`config.mk`:
```
export PLATFORM = sky130hd
export DESIGN_NAME = priority_activity_slot_arbiter_flat
export DESIGN_NICKNAME = d
export VERILOG_FILES = /design/src/sv/pasa_pkg.sv /design/src/sv/pasa_in_if.sv /design/src/sv/pasa_out_if.sv /design/src/sv/pasa_slot_mem.sv /design/src/sv/pasa_age_unit.sv /design/src/sv/priority_activity_slot_arbiter.sv /design/src/flat_wrapper.sv
export SDC_FILE = /design/constraint.sdc
export NUM_CORES = 1
export LEC_CHECK = 0
export ABC_AREA = 1
export BUFFER_PORTS_ARGS = -buffer_cell sky130_fd_sc_hd__buf_2
export CAP_MARGIN = 30
export CORE_ASPECT_RATIO = 1.2
export CORE_MARGIN = 2
export CORE_UTILIZATION = 60
export DETAILED_ROUTE_END_ITERATION = 10
export GPL_TIMING_DRIVEN = 0
export PLACE_DENSITY_LB_ADDON = 0.12
export SETUP_SLACK_MARGIN = 0.2
export SLEW_MARGIN = 20
export SYNTH_ARGS = -nofsm -noshare
export SYNTH_HDL_FRONTEND = slang
export SYNTH_SLANG_ARGS = --single-unit
```
`constraint.sdc`:
```
create_clock -name clk -period 7.38 [get_ports clk]
set_clock_uncertainty 0.1 [all_clocks]
set_input_delay 0.369 -clock clk [delete_from_list [all_inputs] [get_ports clk]]
set_output_delay 0.369 -clock clk [all_outputs]
set_load 0.005 [all_outputs]
```
`src/sv/pasa_pkg.sv`:
```
// ----------------------------------------------------------------------------
// pasa_pkg - shared types and constants of the activity slot arbiter
// Holds state codes, operation codes, slot entry layout, bar sizes and the
// easing step used by the bar animation.
// ----------------------------------------------------------------------------
package pasa_pkg;

    localparam int SLOT_COUNT_DEF = 8;

    // configuration port
    localparam int          APB_ADDR_W      = 2;
    localparam int          APB_DATA_W      = 32;
    localparam logic [1:0]  REG_ROTATE_ADDR = 2'd0;
    localparam logic [15:0] ROTATE_RESET    = 16'd3000;

    // activity kinds
    localparam logic [2:0] KIND_NONE       = 3'd0;
    localparam logic [2:0] KIND_MUSIC      = 3'd1;
    localparam logic [2:0] KIND_DOWNLOAD   = 3'd2;
    localparam logic [2:0] KIND_AI         = 3'd3;
    localparam logic [2:0] KIND_BACKGROUND = 3'd4;
    localparam logic [2:0] KIND_VOICE      = 3'd5;
    localparam logic [2:0] KIND_NOTIFY     = 3'd6;
    localparam logic [2:0] KIND_TIMER      = 3'd7;

    // bar geometry
    localparam logic [8:0] BAR_W_IDLE = 9'd200;
    localparam logic [5:0] BAR_H_IDLE = 6'd36;
    localparam logic [9:0] EASE_ROUND = 10'd3;
    localparam logic [9:0] EASE_SNAP  = 10'd4;
    localparam int         EASE_SHIFT = 2;

    typedef enum logic [1:0] {
        OP_PUSH    = 2'd0,
        OP_DISMISS = 2'd1,
        OP_TICK    = 2'd2,
        OP_NOP     = 2'd3
    } pasa_op_t;

    typedef enum logic [3:0] {
        ST_IDLE,
        ST_SEEK,
        ST_PUSH_WR,
        ST_DISMISS,
        ST_TICK,
        ST_SCAN,
        ST_SCAN_END,
        ST_CHK_RD,
        ST_CHK,
        ST_FILL_CHK,
        ST_EASE,
        ST_DONE
    } pasa_state_t;

    typedef enum logic [2:0] {
        SCAN_ROTATE,
        SCAN_DROP,
        SCAN_FILL,
        SEEK_FREE,
        SEEK_OCC
    } pasa_scan_t;

    typedef struct packed {
        logic [3:0]  pri;
        logic [31:0] start;
        logic [31:0] life;
    } slot_entry_t;

    typedef struct packed {
        logic [8:0] width;
        logic [5:0] height;
    } bar_size_t;

    function automatic bar_size_t bar_target(input logic [2:0] kind);
        bar_size_t s;
        case (kind)
            KIND_MUSIC:      s = '{width: 9'd400, height: 6'd44};
            KIND_DOWNLOAD:   s = '{width: 9'd350, height: 6'd44};
            KIND_AI:         s = '{width: 9'd400, height: 6'd44};
            KIND_BACKGROUND: s = '{width: 9'd300, height: 6'd40};
            KIND_VOICE:      s = '{width: 9'd400, height: 6'd52};
            KIND_NOTIFY:     s = '{width: 9'd350, height: 6'd44};
            KIND_TIMER:      s = '{width: 9'd250, height: 6'd40};
            default:         s = '{width: BAR_W_IDLE, height: BAR_H_IDLE};
        endcase
        return s;
    endfunction

    // One easing step: move a quarter of the gap (rounded up), snap when
    // growing and the gap is under four.
    function automatic logic [8:0] ease_step(input logic [8:0] shown,
                                             input logic [8:0] target);
        logic [9:0] d;
        logic [9:0] step;
        logic [8:0] r;
        d    = '0;
        step = '0;
        r    = shown;
        if (target > shown) begin
            d    = {1'b0, target} - {1'b0, shown};
            step = (d + EASE_ROUND) >> EASE_SHIFT;
            r    = (d < EASE_SNAP) ? target : shown + step[8:0];
        end
        else if (target < shown) begin
            d    = {1'b0, shown} - {1'b0, target};
            step = (d + EASE_ROUND) >> EASE_SHIFT;
            r    = shown - step[8:0];
        end
        return r;
    endfunction

endpackage

```
`src/sv/pasa_in_if.sv`:
```
// ----------------------------------------------------------------------------
// pasa_in_if - command channel of the activity slot arbiter
// Valid/ready channel carrying one push, dismiss or tick command.
// ----------------------------------------------------------------------------
interface pasa_in_if;
    logic        valid;
    logic        ready;
    logic [1:0]  operation;
    logic [2:0]  activity_kind;
    logic [3:0]  activity_priority;
    logic [31:0] lifetime_ms;
    logic [31:0] now_ms;

    modport source (
        output valid,
        output operation,
        output activity_kind,
        output activity_priority,
        output lifetime_ms,
        output now_ms,
        input  ready
    );

    modport sink (
        input  valid,
        input  operation,
        input  activity_kind,
        input  activity_priority,
        input  lifetime_ms,
        input  now_ms,
        output ready
    );
endinterface

```
`src/sv/pasa_out_if.sv`:
```
// ----------------------------------------------------------------------------
// pasa_out_if - result channel of the activity slot arbiter
// Valid/ready channel carrying the selection and bar size after a command.
// ----------------------------------------------------------------------------
interface pasa_out_if;
    logic       valid;
    logic       ready;
    logic       accepted;
    logic       current_valid;
    logic [2:0] current_slot;
    logic [2:0] current_kind;
    logic [8:0] bar_width;
    logic [5:0] bar_height;

    modport source (
        output valid,
        output accepted,
        output current_valid,
        output current_slot,
        output current_kind,
        output bar_width,
        output bar_height,
        input  ready
    );

    modport sink (
        input  valid,
        input  accepted,
        input  current_valid,
        input  current_slot,
        input  current_kind,
        input  bar_width,
        input  bar_height,
        output ready
    );
endinterface

```
`src/sv/pasa_slot_mem.sv`:
```
// ----------------------------------------------------------------------------
// pasa_slot_mem - slot entry store
// Priority, start time and lifetime of each slot; one write port and one
// read port with registered read data.
// ----------------------------------------------------------------------------
module pasa_slot_mem #(
    parameter int SLOT_COUNT = pasa_pkg::SLOT_COUNT_DEF,
    localparam int IDX_W     = $clog2(SLOT_COUNT)
) (
    input  logic                  clk,
    input  logic                  we,
    input  logic [IDX_W-1:0]      waddr,
    input  pasa_pkg::slot_entry_t wdata,
    input  logic [IDX_W-1:0]      raddr,
    output pasa_pkg::slot_entry_t rdata
);
    import pasa_pkg::*;

    slot_entry_t mem [SLOT_COUNT];
    slot_entry_t rdata_reg;

    always_ff @(posedge clk)
    begin
        if (we)
        begin
            mem[waddr] <= wdata;
        end
    end

    always_ff @(posedge clk)
    begin
        rdata_reg <= mem[raddr];
    end

    assign rdata = rdata_reg;

endmodule

```
`src/sv/pasa_age_unit.sv`:
```
// ----------------------------------------------------------------------------
// pasa_age_unit - shared elapsed-time comparator
// Modular 32-bit subtract of a reference time from now, compared against a
// limit; serves both the rotate check and the per-slot expiry check.
// ----------------------------------------------------------------------------
module pasa_age_unit (
    input  logic [31:0] now,
    input  logic [31:0] since,
    input  logic [31:0] limit,
    output logic        over
);
    logic [31:0] elapsed;

    // wraps modulo 2^32 by construction
    assign elapsed = now - since;
    assign over    = elapsed > limit;

endmodule

```
`src/sv/priority_activity_slot_arbiter.sv`:
```
// ----------------------------------------------------------------------------
// priority_activity_slot_arbiter - activity slot table with priority selection
// Keeps a table of activities, selects the current one by priority on push,
// first occupied slot on dismissal and periodic priority reselection, expires
// old entries on ticks and eases an animated bar toward the current activity's size.
// ----------------------------------------------------------------------------
//
//  channel  | dir | handshake          | payload
//  ---------+-----+--------------------+---------------------------------------
//  cmd      | in  | valid/ready        | operation, kind, priority, life, now
//  result   | out | valid/ready        | accepted, selection, bar size
//  apb      | in  | psel/penable/pready| rotate_period_ms at byte address 0
//
//  Steps per command, from the accepting edge to the result load:
//    push    seeks the first free slot, then writes it if one was found
//    dismiss frees the selected slot, if any, then seeks the first occupied slot
//    tick    checks the rotate period and the selection, scans the table as
//            needed to rotate, drop or fill, then takes one easing step
//    no-op and push of kind zero go straight to the result load
//  A table scan reads and judges one slot per cycle through the slot store's
//  single read port and the shared age comparator.
//  Reset (rst_n, asynchronous) empties the table and clears the selection.
//  A stalled result holds in the output register while the next command
//  is already taken.
// ----------------------------------------------------------------------------
module priority_activity_slot_arbiter #(
    parameter int SLOT_COUNT = pasa_pkg::SLOT_COUNT_DEF
) (
    input  logic                            clk,
    input  logic                            rst_n,
    pasa_in_if.sink                         cmd,
    pasa_out_if.source                      result,
    input  logic                            psel,
    input  logic                            penable,
    input  logic                            pwrite,
    input  logic [pasa_pkg::APB_ADDR_W-1:0] paddr,
    input  logic [pasa_pkg::APB_DATA_W-1:0] pwdata,
    output logic [pasa_pkg::APB_DATA_W-1:0] prdata,
    output logic                            pready
);
    import pasa_pkg::*;

    localparam int IDX_W = $clog2(SLOT_COUNT);
    localparam int CNT_W = $clog2(SLOT_COUNT + 1);

    // ------------------------------------------------------------------
    // Configuration register
    // ------------------------------------------------------------------
    logic [15:0] period_reg;

    assign pready = 1'b1;
    assign prdata = (paddr == REG_ROTATE_ADDR) ? {16'b0, period_reg} : '0;

    always_ff @(posedge clk or negedge rst_n)
    begin
        if (!rst_n)
        begin
            period_reg <= ROTATE_RESET;
        end
        else if (psel && penable && pwrite && pready && paddr == REG_ROTATE_ADDR)
        begin
            period_reg <= pwdata[15:0];
        end
    end

    // ------------------------------------------------------------------
    // State
    // ------------------------------------------------------------------
    pasa_state_t      state_reg, state_next;
    pasa_scan_t       purpose_reg, purpose_next;
    logic [CNT_W-1:0] scan_cnt_reg, scan_cnt_next;

    // latched command
    logic [2:0]  kind_in_reg, kind_in_next;
    logic [3:0]  pri_in_reg, pri_in_next;
    logic [31:0] life_in_reg, life_in_next;
    logic [31:0] now_reg, now_next;

    // selection
    logic             sel_valid_reg, sel_valid_next;
    logic [IDX_W-1:0] sel_idx_reg, sel_idx_next;
    logic [31:0]      last_sel_reg, last_sel_next;
    logic             accepted_reg, accepted_next;

    // scan results
    logic             best_found_reg, best_found_next;
    logic [3:0]       top_pri_reg, top_pri_next;
    logic [IDX_W-1:0] best_idx_reg, best_idx_next;
    logic             hit_reg, hit_next;
    logic [IDX_W-1:0] hit_idx_reg, hit_idx_next;

    // bar animation
    logic [8:0] shown_w_reg, shown_w_next;
    logic [5:0] shown_h_reg, shown_h_next;

    // result register
    logic       out_valid_reg, out_valid_next;
    logic       out_acc_reg, out_acc_next;
    logic       out_cv_reg, out_cv_next;
    logic [2:0] out_slot_reg, out_slot_next;
    logic [2:0] out_kind_reg, out_kind_next;
    logic [8:0] out_w_reg, out_w_next;
    logic [5:0] out_h_reg, out_h_next;

    // slot kinds live in flops so reset empties the table at once
    logic [2:0]       kind_reg [SLOT_COUNT];
    logic             kind_we;
    logic [IDX_W-1:0] kind_waddr;
    logic [2:0]       kind_wdata;

    // slot store ports
    logic             mem_we;
    logic [IDX_W-1:0] mem_waddr;
    slot_entry_t      mem_wdata;
    logic [IDX_W-1:0] rd_addr;
    slot_entry_t      rd_entry;

    // shared age comparator ports
    logic [31:0] age_since;
    logic [31:0] age_limit;
    logic        age_over;

    logic             cmd_xfer;
    logic             out_xfer;
    logic [IDX_W-1:0] cnt_idx;
    logic [IDX_W-1:0] eval_idx;
    logic             scan_last;
    logic             seek_last;
    logic             seek_match;
    logic [2:0]       sel_kind;
    logic [2:0]       eval_kind;
    logic             rd_expired;
    bar_size_t        target;

    assign cmd_xfer   = cmd.valid && cmd.ready;
    assign out_xfer   = result.valid && result.ready;
    assign cnt_idx    = scan_cnt_reg[IDX_W-1:0];
    assign eval_idx   = IDX_W'(scan_cnt_reg - CNT_W'(1));
    assign scan_last  = (scan_cnt_reg == CNT_W'(SLOT_COUNT));
    assign seek_last  = (scan_cnt_reg == CNT_W'(SLOT_COUNT - 1));
    assign sel_kind   = kind_reg[sel_idx_reg];
    assign eval_kind  = kind_reg[eval_idx];
    assign seek_match = (purpose_reg == SEEK_FREE) ? (kind_reg[cnt_idx] == KIND_NONE)
                                                   : (kind_reg[cnt_idx] != KIND_NONE);
    assign rd_expired = age_over && (rd_entry.life != 32'd0);
    assign target     = bar_target(sel_valid_reg ? sel_kind : KIND_NONE);

    // Read the slot under scan during a scan, otherwise keep the current
    // selection's entry on the read port.
    assign rd_addr = (state_reg == ST_SCAN && !scan_last) ? cnt_idx : sel_idx_reg;

    // The comparator times the selection age on the tick entry cycle and a
    // slot's age everywhere else.
    assign age_since = (state_reg == ST_TICK) ? last_sel_reg : rd_entry.start;
    assign age_limit = (state_reg == ST_TICK) ? {16'b0, period_reg} : rd_entry.life;

    pasa_slot_mem #(
        .SLOT_COUNT (SLOT_COUNT)
    ) u_slot_mem (
        .clk   (clk),
        .we    (mem_we),
        .waddr (mem_waddr),
        .wdata (mem_wdata),
        .raddr (rd_addr),
        .rdata (rd_entry)
    );

    pasa_age_unit u_age_unit (
        .now   (now_reg),
        .since (age_since),
        .limit (age_limit),
        .over  (age_over)
    );

    // ------------------------------------------------------------------
    // Next state
    // ------------------------------------------------------------------
    always_comb
    begin
        state_next = state_reg;
        case (state_reg)
            ST_IDLE:
            begin
                if (cmd_xfer)
                begin
                    case (pasa_op_t'(cmd.operation))
                        OP_PUSH:    state_next = (cmd.activity_kind != KIND_NONE) ? ST_SEEK
                                                                                  : ST_DONE;
                        OP_DISMISS: state_next = ST_DISMISS;
                        OP_TICK:    state_next = ST_TICK;
                        default:    state_next = ST_DONE;
                    endcase
                end
            end
            ST_SEEK:
            begin
                if (seek_match || seek_last)
                begin
                    state_next = (purpose_reg == SEEK_FREE) ? ST_PUSH_WR : ST_DONE;
                end
            end
            ST_PUSH_WR:  state_next = ST_DONE;
            ST_DISMISS:  state_next = sel_valid_reg ? ST_SEEK : ST_DONE;
            ST_TICK:     state_next = age_over ? ST_SCAN : ST_CHK_RD;
            ST_SCAN:     state_next = scan_last ? ST_SCAN_END : ST_SCAN;
            ST_SCAN_END:
            begin
                case (purpose_reg)
                    SCAN_ROTATE: state_next = ST_CHK_RD;
                    SCAN_DROP:   state_next = ST_FILL_CHK;
                    default:     state_next = ST_EASE;
                endcase
            end
            ST_CHK_RD:   state_next = sel_valid_reg ? ST_CHK : ST_FILL_CHK;
            ST_CHK:
            begin
                state_next = (sel_kind == KIND_NONE || rd_expired) ? ST_SCAN : ST_FILL_CHK;
            end
            ST_FILL_CHK: state_next = sel_valid_reg ? ST_EASE : ST_SCAN;
            ST_EASE:     state_next = ST_DONE;
            ST_DONE:     state_next = (!out_valid_reg || result.ready) ? ST_IDLE : ST_DONE;
            default:     state_next = ST_IDLE;
        endcase
    end

    // ------------------------------------------------------------------
    // Datapath and table writes
    // ------------------------------------------------------------------
    always_comb
    begin
        purpose_next    = purpose_reg;
        scan_cnt_next   = scan_cnt_reg;
        kind_in_next    = kind_in_reg;
        pri_in_next     = pri_in_reg;
        life_in_next    = life_in_reg;
        now_next        = now_reg;
        sel_valid_next  = sel_valid_reg;
        sel_idx_next    = sel_idx_reg;
        last_sel_next   = last_sel_reg;
        accepted_next   = accepted_reg;
        best_found_next = best_found_reg;
        top_pri_next    = top_pri_reg;
        best_idx_next   = best_idx_reg;
        hit_next        = hit_reg;
        hit_idx_next    = hit_idx_reg;
        shown_w_next    = shown_w_reg;
        shown_h_next    = shown_h_reg;
        out_valid_next  = out_valid_reg && !out_xfer;
        out_acc_next    = out_acc_reg;
        out_cv_next     = out_cv_reg;
        out_slot_next   = out_slot_reg;
        out_kind_next   = out_kind_reg;
        out_w_next      = out_w_reg;
        out_h_next      = out_h_reg;
        kind_we         = 1'b0;
        kind_waddr      = sel_idx_reg;
        kind_wdata      = KIND_NONE;
        mem_we          = 1'b0;
        mem_waddr       = hit_idx_reg;
        mem_wdata       = '{pri: pri_in_reg, start: now_reg, life: life_in_reg};

        case (state_reg)
            ST_IDLE:
            begin
                if (cmd_xfer)
                begin
                    kind_in_next  = cmd.activity_kind;
                    pri_in_next   = cmd.activity_priority;
                    life_in_next  = cmd.lifetime_ms;
                    now_next      = cmd.now_ms;
                    accepted_next = 1'b0;
                    hit_next      = 1'b0;
                    scan_cnt_next = '0;
                    purpose_next  = SEEK_FREE;
                end
            end

            ST_SEEK:
            begin
                // one slot per cycle: first free for a push, first occupied
                // after a dismiss
                scan_cnt_next = scan_cnt_reg + CNT_W'(1);
                if (seek_match)
                begin
                    if (purpose_reg == SEEK_FREE)
                    begin
                        hit_next     = 1'b1;
                        hit_idx_next = cnt_idx;
                    end
                    else
                    begin
                        sel_valid_next = 1'b1;
                        sel_idx_next   = cnt_idx;
                    end
                end
            end

            ST_PUSH_WR:
            begin
                // rd_entry holds the current selection's entry here
                if (hit_reg)
                begin
                    kind_we       = 1'b1;
                    kind_waddr    = hit_idx_reg;
                    kind_wdata    = kind_in_reg;
                    mem_we        = 1'b1;
                    accepted_next = 1'b1;
                    if (!sel_valid_reg || pri_in_reg > rd_entry.pri)
                    begin
                        sel_valid_next = 1'b1;
                        sel_idx_next   = hit_idx_reg;
                        last_sel_next  = now_reg;
                    end
                end
            end

            ST_DISMISS:
            begin
                if (sel_valid_reg)
                begin
                    kind_we        = 1'b1;
                    sel_valid_next = 1'b0;
                    sel_idx_next   = '0;
                    scan_cnt_next  = '0;
                    purpose_next   = SEEK_OCC;
                end
            end

            ST_TICK:
            begin
                if (age_over)
                begin
                    scan_cnt_next   = '0;
                    purpose_next    = SCAN_ROTATE;
                    best_found_next = 1'b0;
                    top_pri_next    = '0;
                    best_idx_next   = '0;
                end
            end

            ST_SCAN:
            begin
                // issue the next slot's address while judging the slot read last cycle
                if (!scan_last)
                begin
                    scan_cnt_next = scan_cnt_reg + CNT_W'(1);
                end
                if (scan_cnt_reg != '0 && eval_kind != KIND_NONE)
                begin
                    if (rd_expired)
                    begin
                        kind_we    = 1'b1;
                        kind_waddr = eval_idx;
                    end
                    else if (!best_found_reg || rd_entry.pri > top_pri_reg)
                    begin
                        best_found_next = 1'b1;
                        top_pri_next    = rd_entry.pri;
                        best_idx_next   = eval_idx;
                    end
                end
            end

            ST_SCAN_END:
            begin
                case (purpose_reg)
                    SCAN_ROTATE:
                    begin
                        if (best_found_reg && (!sel_valid_reg || best_idx_reg != sel_idx_reg))
                        begin
                            sel_valid_next = 1'b1;
                            sel_idx_next   = best_idx_reg;
                            last_sel_next  = now_reg;
                        end
                    end
                    SCAN_DROP:
                    begin
                        sel_valid_next = best_found_reg;
                        sel_idx_next   = best_found_reg ? best_idx_reg : '0;
                    end
                    default:
                    begin
                        sel_valid_next = best_found_reg;
                        sel_idx_next   = best_found_reg ? best_idx_reg : '0;
                        last_sel_next  = now_reg;
                    end
                endcase
            end

            ST_CHK:
            begin
                // drop a selection that is gone or has run out, then rescan
                if (sel_kind == KIND_NONE || rd_expired)
                begin
                    kind_we         = 1'b1;
                    scan_cnt_next   = '0;
                    purpose_next    = SCAN_DROP;
                    best_found_next = 1'b0;
                    top_pri_next    = '0;
                    best_idx_next   = '0;
                end
            end

            ST_FILL_CHK:
            begin
                if (!sel_valid_reg)
                begin
                    scan_cnt_next   = '0;
                    purpose_next    = SCAN_FILL;
                    best_found_next = 1'b0;
                    top_pri_next    = '0;
                    best_idx_next   = '0;
                end
            end

            ST_EASE:
            begin
                shown_w_next = ease_step(shown_w_reg, target.width);
                shown_h_next = 6'(ease_step({3'b0, shown_h_reg}, {3'b0, target.height}));
            end

            ST_DONE:
            begin
                if (!out_valid_reg || result.ready)
                begin
                    out_valid_next = 1'b1;
                    out_acc_next   = accepted_reg;
                    out_cv_next    = sel_valid_reg;
                    out_slot_next  = sel_valid_reg ? 3'(sel_idx_reg) : 3'd0;
                    out_kind_next  = sel_valid_reg ? sel_kind : KIND_NONE;
                    out_w_next     = shown_w_reg;
                    out_h_next     = shown_h_reg;
                end
            end

            default:
            begin
            end
        endcase
    end

    // ------------------------------------------------------------------
    // Registers
    // ------------------------------------------------------------------
    always_ff @(posedge clk or negedge rst_n)
    begin
        if (!rst_n)
        begin
            state_reg      <= ST_IDLE;
            purpose_reg    <= SEEK_FREE;
            scan_cnt_reg   <= '0;
            sel_valid_reg  <= 1'b0;
            sel_idx_reg    <= '0;
            last_sel_reg   <= '0;
            accepted_reg   <= 1'b0;
            best_found_reg <= 1'b0;
            hit_reg        <= 1'b0;
            shown_w_reg    <= BAR_W_IDLE;
            shown_h_reg    <= BAR_H_IDLE;
            out_valid_reg  <= 1'b0;
        end
        else
        begin
            state_reg      <= state_next;
            purpose_reg    <= purpose_next;
            scan_cnt_reg   <= scan_cnt_next;
            sel_valid_reg  <= sel_valid_next;
            sel_idx_reg    <= sel_idx_next;
            last_sel_reg   <= last_sel_next;
            accepted_reg   <= accepted_next;
            best_found_reg <= best_found_next;
            hit_reg        <= hit_next;
            shown_w_reg    <= shown_w_next;
            shown_h_reg    <= shown_h_next;
            out_valid_reg  <= out_valid_next;
        end
    end

    // payload registers, no reset
    always_ff @(posedge clk)
    begin
        kind_in_reg  <= kind_in_next;
        pri_in_reg   <= pri_in_next;
        life_in_reg  <= life_in_next;
        now_reg      <= now_next;
        top_pri_reg  <= top_pri_next;
        best_idx_reg <= best_idx_next;
        hit_idx_reg  <= hit_idx_next;
        out_acc_reg  <= out_acc_next;
        out_cv_reg   <= out_cv_next;
        out_slot_reg <= out_slot_next;
        out_kind_reg <= out_kind_next;
        out_w_reg    <= out_w_next;
        out_h_reg    <= out_h_next;
    end

    always_ff @(posedge clk or negedge rst_n)
    begin
        if (!rst_n)
        begin
            for (int i = 0; i < SLOT_COUNT; i++)
            begin
                kind_reg[i] <= KIND_NONE;
            end
        end
        else if (kind_we)
        begin
            kind_reg[kind_waddr] <= kind_wdata;
        end
    end

    // ------------------------------------------------------------------
    // Ports
    // ------------------------------------------------------------------
    assign cmd.ready            = (state_reg == ST_IDLE);
    assign result.valid         = out_valid_reg;
    assign result.accepted      = out_acc_reg;
    assign result.current_valid = out_cv_reg;
    assign result.current_slot  = out_slot_reg;
    assign result.current_kind  = out_kind_reg;
    assign result.bar_width     = out_w_reg;
    assign result.bar_height    = out_h_reg;

    // ------------------------------------------------------------------
    // Assertions
    // ------------------------------------------------------------------
`ifndef ASSERT_OFF
    a_sel_occupied: assert property (@(posedge clk) disable iff (!rst_n)
        (state_reg == ST_IDLE && sel_valid_reg) |-> (kind_reg[sel_idx_reg] != KIND_NONE))
        else $error("selected slot is empty between commands");

    a_idle_sel_zero: assert property (@(posedge clk) disable iff (!rst_n)
        (state_reg == ST_IDLE && !sel_valid_reg) |-> (sel_idx_reg == '0))
        else $error("selection index not cleared while nothing is selected");

    a_scan_bound: assert property (@(posedge clk) disable iff (!rst_n)
        scan_cnt_reg <= CNT_W'(SLOT_COUNT))
        else $error("slot scan counter ran past the table");

    a_one_at_a_time: assert property (@(posedge clk) disable iff (!rst_n)
        cmd_xfer |=> !cmd.ready)
        else $error("command taken while previous one is in work");
`endif

endmodule

```
`src/flat_wrapper.sv`:
```
// flat-port wrapper written by rule: the top's interface ports become plain ports
module priority_activity_slot_arbiter_flat import pasa_pkg::*;
#(
    parameter int SLOT_COUNT = pasa_pkg::SLOT_COUNT_DEF
)
  (clk, rst_n, psel, penable, pwrite, paddr, pwdata, prdata, pready, cmd_valid, cmd_operation, cmd_activity_kind, cmd_activity_priority, cmd_lifetime_ms, cmd_now_ms, cmd_ready, result_valid, result_accepted, result_current_valid, result_current_slot, result_current_kind, result_bar_width, result_bar_height, result_ready);
  pasa_in_if cmd_i ();
  pasa_out_if result_i ();
  input  logic clk;
  input  logic rst_n;
  input  logic psel;
  input  logic penable;
  input  logic pwrite;
  input  logic [pasa_pkg::APB_ADDR_W-1:0] paddr;
  input  logic [pasa_pkg::APB_DATA_W-1:0] pwdata;
  output logic [pasa_pkg::APB_DATA_W-1:0] prdata;
  output logic pready;
  input wire logic [$bits(cmd_i.valid)-1:0] cmd_valid;
  input wire logic [$bits(cmd_i.operation)-1:0] cmd_operation;
  input wire logic [$bits(cmd_i.activity_kind)-1:0] cmd_activity_kind;
  input wire logic [$bits(cmd_i.activity_priority)-1:0] cmd_activity_priority;
  input wire logic [$bits(cmd_i.lifetime_ms)-1:0] cmd_lifetime_ms;
  input wire logic [$bits(cmd_i.now_ms)-1:0] cmd_now_ms;
  output wire logic [$bits(cmd_i.ready)-1:0] cmd_ready;
  output wire logic [$bits(result_i.valid)-1:0] result_valid;
  output wire logic [$bits(result_i.accepted)-1:0] result_accepted;
  output wire logic [$bits(result_i.current_valid)-1:0] result_current_valid;
  output wire logic [$bits(result_i.current_slot)-1:0] result_current_slot;
  output wire logic [$bits(result_i.current_kind)-1:0] result_current_kind;
  output wire logic [$bits(result_i.bar_width)-1:0] result_bar_width;
  output wire logic [$bits(result_i.bar_height)-1:0] result_bar_height;
  input wire logic [$bits(result_i.ready)-1:0] result_ready;
  assign cmd_i.valid = cmd_valid;
  assign cmd_i.operation = cmd_operation;
  assign cmd_i.activity_kind = cmd_activity_kind;
  assign cmd_i.activity_priority = cmd_activity_priority;
  assign cmd_i.lifetime_ms = cmd_lifetime_ms;
  assign cmd_i.now_ms = cmd_now_ms;
  assign cmd_ready = cmd_i.ready;
  assign result_valid = result_i.valid;
  assign result_accepted = result_i.accepted;
  assign result_current_valid = result_i.current_valid;
  assign result_current_slot = result_i.current_slot;
  assign result_current_kind = result_i.current_kind;
  assign result_bar_width = result_i.bar_width;
  assign result_bar_height = result_i.bar_height;
  assign result_i.ready = result_ready;
  priority_activity_slot_arbiter #(.SLOT_COUNT(SLOT_COUNT)) u_core (.clk(clk), .rst_n(rst_n), .cmd(cmd_i), .result(result_i), .psel(psel), .penable(penable), .pwrite(pwrite), .paddr(paddr), .pwdata(pwdata), .prdata(prdata), .pready(pready));
endmodule
```
After elaboration in Yosys (flattened, before gate mapping)
Memory sizes are Yosys's and may differ from the RTL's. A register that Yosys moved wholly into a read port is not among the register bits.
Cells that the tools add are included.
{"block": "classes", "add_sub_neg": 15, "order_cmp": 14, "eq_ne": 42, "n_mux": 113, "bitwise_logic": 4, "reduce_logical": 59}
{"cell": "32-bit 2-to-1 mux", "count": 5}
{"cell": "32-bit case mux with 2 select lines", "count": 2}
{"cell": "3-bit 2-to-1 mux", "count": 32}
{"cell": "15-bit case mux with 5 select lines", "count": 1}
{"cell": "4-bit 2-to-1 mux", "count": 17}
{"cell": "4-bit case mux with 11 select lines", "count": 1}
{"cell": "32-bit greater-than comparator", "count": 1}
{"cell": "32-bit nonzero test", "count": 1}
{"cell": "32-bit subtractor", "count": 1}
{"cell": "1-bit 2-to-1 mux", "count": 28}
{"cell": "4-bit case mux with 7 select lines", "count": 1}
{"cell": "3-bit binary-select mux with 3-bit select", "count": 3}
{"cell": "9-bit 2-to-1 mux", "count": 3}
{"cell": "24-bit bitwise mux", "count": 1}
{"cell": "3-bit case mux with 4 select lines", "count": 2}
{"cell": "7-bit AND reduction", "count": 3}
{"cell": "10-bit by 2-bit adder with 10-bit output, second input constant", "count": 2}
{"cell": "4-bit by 3-bit equality test with 1-bit output, second input constant", "count": 5}
{"cell": "4-bit equality test, second input constant", "count": 5}
{"cell": "10-bit by 3-bit < comparator with 1-bit output, second input constant", "count": 2}
{"cell": "9-bit by 9-bit subtractor with 10-bit output", "count": 2}
{"cell": "6-bit 2-to-1 mux", "count": 3}
{"cell": "8-bit by 2-bit adder with 8-bit output, second input constant", "count": 2}
{"cell": "4-bit greater-or-equal comparator, second input constant", "count": 4}
{"cell": "52 further kinds", "count": 120}
{"block": "totals", "ff_bits": 210, "ram_bits": 544, "inputBits": 114, "out_inout_bits": 58, "elab_cells": 282, "mem_count": 1}
{"name": "u_core.u_slot_mem.mem", "words": 8, "word_bits": 68, "rd": 1, "rd_clocked_by_memory_dff": 1, "wr": 1, "line": "pasa_slot_mem.sv:19", "source": "slot_entry_t mem [SLOT_COUNT];"}

Logic depth before layout (Yosys ltp)
{"block": "logic_depth", "ltp_word": 15, "depth_mapped": 39, "depth_no_buf": 39}

Cells and area by module
A second synthesis with hierarchy kept.
{"block": "hier_totals", "cells_unflattened": 4663, "hier_area_um2": 41464.8}
{"mod": "pasa_slot_mem", "n_inst": 1, "cells_each": 2436, "area_each_um2": 25015.2, "seq_area_each_um2": 17697.0}
{"mod": "priority_activity_slot_arbiter", "n_inst": 1, "cells_each": 1581, "area_each_um2": 13150.1, "seq_area_each_um2": 5793.1}
{"mod": "pasa_age_unit", "n_inst": 1, "cells_each": 646, "area_each_um2": 3299.4, "seq_area_each_um2": 0.0}

Worst setup path before layout
OpenSTA, ideal clock, no wires.
{"block": "synth_path", "kind": "flip-flop to flip-flop", "startpoint": "register u_core.state_reg[2]", "endpoint": "register u_core.best_idx_reg[0], enable pin", "setup_time_ps": 373, "t_arrival_ps": 5075, "slack_ps": 1833, "path_stages_with_launch": 34, "period_less_slack_ps": 5547, "cell_sequence": "dfrtp_1 -> inv_2 -> nor2_1 -> nand2_1 -> nor2_2 -> buf_1 -> mux2i_1 -> ha_1 -> nand2_1 -> nor3_1 -> nor2_1 -> o21ai_0 -> a21boi_1 -> o21ai_0 -> nand2_1 -> nand2_1 -> nand4_1 -> nand2_1 -> xnor2_1 -> ha_1 -> nand2_1 -> nor2_1 -> nand2_1 -> a21oi_1 -> nor2_1 -> a21oi_2 -> nand2_1 -> nand2_1 -> inv_1 -> nand2_1 -> nand2_1 -> inv_1 -> nand2_1 -> nor2_1"}
{"block": "synth_between", "elab_chain_len": 8, "elab_cells_between_ends": 18}
{"item": "from (decl)", "line": "priority_activity_slot_arbiter.sv:69", "source": "pasa_state_t state_reg, state_next;"}
{"item": "from (signal assigned)", "line": "priority_activity_slot_arbiter.sv:464", "source": "state_reg <= state_next;"}
{"item": "4-bit by 3-bit equality test with 1-bit output", "line": "priority_activity_slot_arbiter.sv:154, priority_activity_slot_arbiter.sv:155, priority_activity_slot_arbiter.sv:262"}
{"item": "32-bit 2-to-1 mux", "line": "priority_activity_slot_arbiter.sv:154", "source": "assign age_since = (state_reg == ST_TICK) ? last_sel_reg : rd_entry.start;"}
{"item": "32-bit subtractor", "line": "pasa_age_unit.sv:15", "source": "assign elapsed = now - since;"}
{"item": "32-bit greater-than comparator", "line": "pasa_age_unit.sv:16", "source": "assign over = elapsed > limit;"}
{"item": "1-bit logical AND", "line": "priority_activity_slot_arbiter.sv:145", "source": "assign rd_expired = age_over && (rd_entry.life != 32'd0);"}
{"item": "1-bit logical OR", "line": "priority_activity_slot_arbiter.sv:393", "source": "if (sel_kind == KIND_NONE || rd_expired)"}
{"item": "2-bit by 1-bit inequality test with 1-bit output (no line)"}
{"item": "7-bit AND reduction (no line) (*)"}
{"item": "to (signal assigned)", "line": "priority_activity_slot_arbiter.sv:487", "source": "best_idx_reg <= best_idx_next;"}
{"item": "to (decl)", "line": "priority_activity_slot_arbiter.sv:88", "source": "logic [IDX_W-1:0] best_idx_reg, best_idx_next;"}
Mark *: on every way between the ends. The rest lies on a longest branch, timed or not.
A chain may end at the register's enable or synchronous reset.

Final worst setup path
{"block": "layout_path", "startpoint": "register u_core.state_reg[2]", "endpoint": "register u_core.kind_reg[19] (netlist bit)"}
{"block": "layout_between", "elab_chain_len": 14, "elab_cells_between_ends": 26}
{"item": "4-bit by 3-bit equality test with 1-bit output", "line": "priority_activity_slot_arbiter.sv:154, priority_activity_slot_arbiter.sv:155"}
{"item": "32-bit 2-to-1 mux", "line": "priority_activity_slot_arbiter.sv:154"}
{"item": "32-bit subtractor", "line": "pasa_age_unit.sv:15"}
{"item": "32-bit greater-than comparator", "line": "pasa_age_unit.sv:16"}
{"item": "1-bit logical AND", "line": "priority_activity_slot_arbiter.sv:145"}
{"item": "3-bit 2-to-1 mux", "line": "priority_activity_slot_arbiter.sv:350", "source": "if (rd_expired)"}
{"item": "3-bit 2-to-1 mux", "line": "priority_activity_slot_arbiter.sv:348", "source": "if (scan_cnt_reg != '0 && eval_kind != KIND_NONE)"}
{"item": "3-bit case mux with 2 select lines", "line": "priority_activity_slot_arbiter.sv:262", "source": "case (state_reg)"}
{"item": "3-bit NOT with 4-bit output (not written as such)", "line": "priority_activity_slot_arbiter.sv:508", "source": "kind_reg[kind_waddr] <= kind_wdata;"}
{"item": "4-bit greater-or-equal comparator (not written as such) / 4-bit by 1-bit < comparator with 1-bit output (equally long branches)", "line": "priority_activity_slot_arbiter.sv:508"}
{"item": "1-bit logical AND (not written as such)", "line": "priority_activity_slot_arbiter.sv:508"}
{"item": "3-bit 2-to-1 mux (not written as such)", "line": "priority_activity_slot_arbiter.sv:508"}
{"item": "3-bit demux with 3-bit select", "line": "priority_activity_slot_arbiter.sv:508"}
{"item": "24-bit bitwise mux", "line": "priority_activity_slot_arbiter.sv:508"}
{"item": "to (signal, indexed assignment)", "line": "priority_activity_slot_arbiter.sv:508"}
{"item": "to (decl)", "line": "priority_activity_slot_arbiter.sv:106", "source": "logic [2:0] kind_reg [SLOT_COUNT];"}
Several ways; a longest one is shown, not always the timed one.

==> metrics.txt <==
Max-Cap Viols 0; filler instances 4352; Syn Std Cell Area 37290 um^2; final setup margin 0.6244 ns; die area 64170 um^2; syn avg cell area 11.12 um^2; # diodes 0; row count 100; CTS Buf Count 81; IO Count 172; Rel. slew slack 34.30%; Yosys top cell area share 52.18%; # clock sinks 822; Vias/cell 5.868; Crit-path slowest cell fa_1; fin crit period 6.756 ns; Post-synth EDFFs 648; Total GRT Usage 30.64%; register area share after synthesis 62.99%; Avg WL per Cell 21.40 um; grt ovf 0; initial antenna violation count 0; clock root cell clkbuf_16; share of layout cells above drive strength 1 13.31%; gp weighted congestion 0.9573; Synth cell types 65; Async SR Flop Fraction 12.90%; startpoint class of the critical path register; DRT iter0 DRCs 2550; clock slew at reported path FFs 0.06 ns; Tcrit/Tclk final 91.54%; final setup violation count 0; CP Data Required Time 7.81 ns; cell with the most instances after synthesis edfxtp_1; # port buffers 138; synth-to-layout area growth 16.72%; floorplan die width 231.6 um; routed vias 26960; DRC errors left 0; unrepaired setup endpoints after global routing false; setup tns final 0 ns; vias in the first global route 27090; clock tree buffer depth 3; die height 277.1 um; clock latency on the worst-skew pair 0.63 ns; area leader, netlist edfxtp_1; HP Class input pin to register; core area 61810 um^2; crit-path most repeated cell nand2_1; most frequent cells after synthesis edfxtp_1 (648), nor2_1 (594), nand2_1 (385); final count of hold timing violations 0; remaining antenna violation count 0; H-tree levels 3; Cells after Synth 3353; dpl ws -0.4993 ns; final net count 3965; first-pass GRT wire length 150600 um; Slowest Stage Delay on Critical Path 0.45 ns; First-pass DRT Iterations 6; main flop type after synthesis edfxtp_1; initial core utilization 60.33%; number of synthesized register bits 822; Slew Limit Fails 0; fmax 148.0 MHz; Routed Wire Length 98340 um; crit path kind register to register; status finished clean; largest net degree at the start of global routing 60; synth warn 0; CTS tree done; worst-path fanout max 10; max reg flops 544; Synth area leaders edfxtp_1 (52%), dfrtp_1 (6.2%), nor2_1 (6.0%), ha_1 (4.4%), nand2_1 (3.9%); Worst Max-Slew Pin Slew 0.9854 ns; HPWL after detailed placement 67730 um; Critical Path Sink Type register; crit path DAT 7.18 ns
[area by class of cell]
| cell class | count | area (um^2) | area share [%] |
|---|---|---|---|
| buffer | 147 | 837.1 | 1.923 |
| clock buffer | 102 | 2178 | 5.005 |
| clock inverter | 47 | 573.1 | 1.317 |
| inverter | 250 | 944.7 | 2.170 |
| multi-input combinational | 2149 | 12190 | 28.00 |
| sequential | 822 | 23490 | 53.97 |
| tap | 816 | 1021 | 2.346 |
| timing repair buffer | 262 | 2293 | 5.269 |
[layer usage]
layer	GRT usage [%]	up-vias	wire [um]
met3	3.933	260	6574
met4	14.41	0	4645
met5	0	-	0
met1	38.42	13050	38030
met2	52.83	1137	49090
li1	-	12510	-
[critical path, delay by kind of cell (launching register included)]
kind                       cells  cell delay, ns
adders and majority gates      3            0.97
buffers and inverters          4            0.74
xor gates and xnor gates       1            0.28
DFF                            1            0.44
AOI/OAI and AO/OA              9            1.62
and+or+nand+nor               17            2.49
[per-stage QoR]
stage / hold WS [ns] / util, % / area [um^2] / cells
floorplan: -0.02659 / - / 37350 / 3368
global placement: 0.3485 / 63.19 / 39060 / 4322
detailed placement: 0.2904 / 64.36 / 39780 / 4351
CTS: 0.0002617 / 70.35 / 43480 / 4593
global route: 0.05687 / 70.42 / 43530 / 4595
finish: 0.03725 / 70.42 / 43530 / 4595
[repair_timing]
item | in CTS | in global routing
setup endpoints to repair | 39 | 40
buffers inserted | 2 | 2
resized for setup | 3 | 9
endpoints found under the hold margin | 141 | 0
hold buffers | 91 | 0
cloned | 0 | 0
pin swaps | 1 | 1
[cells in the final DEF, fill, tap and decap left out, types with 26 or more instances in the layout]
master and count:
dfrtp_1 92, clkbuf_1 52, dfxtp_1 68, nor2_1 582
xor2_1 55, o21ai_1 26, dlygate4sd3_1 91, a21oi_1 140
clkbuf_16 83, buf_4 31, mux2_2 29, edfxtp_1 648
mux2i_1 30, buf_2 195, xnor2_1 26, a31oi_1 76
o21ai_0 287, nand2_1 385, inv_1 231, o21bai_1 69
nand3_1 81, o32ai_1 68, ha_1 130
[kinds of logic after synthesis]
kind of cell / after synthesis / share of synthesized area, %
DFF: 822 / 62.99
AOI/OAI and AO/OA: 718 / 11.48
muxes: 59 / 1.681
buffers and inverters: 397 / 4.761
adders and majority gates: 138 / 4.791
other: 2 / 0.02014
and+or+nand+nor: 1135 / 12.33
xor gates and xnor gates: 82 / 1.946
[worst paths after layout]
check / startpoint / cells past startpoint / endpoint / slack [ns]
min: cmd_operation[0] / 4 / u_core.state_reg[2]$_DFFE_PN0P_ / 0.04
max: u_core.state_reg[2]$_DFFE_PN0P_ / 34 / u_core.kind_reg[19]$_DFFE_PN0P_ / 0.62
max reg2reg: u_core.state_reg[2]$_DFFE_PN0P_ / 34 / u_core.kind_reg[19]$_DFFE_PN0P_ / 0.62
min in group asynchronous: rst_n / 2 / u_core.shown_w_reg[0]$_DFFE_PN0P_ / 0.18
min reg2reg: u_core.accepted_reg$_DFFE_PN0P_ / 0 / u_core.result.accepted$_DFFE_PP_ / 0.37
max in group asynchronous: rst_n / 3 / u_core.period_reg[3]$_DFFE_PN1P_ / 6.20
Power is not shown: default switching activity piles up to over one toggle a cycle in this logic, so the estimate is an artifact.
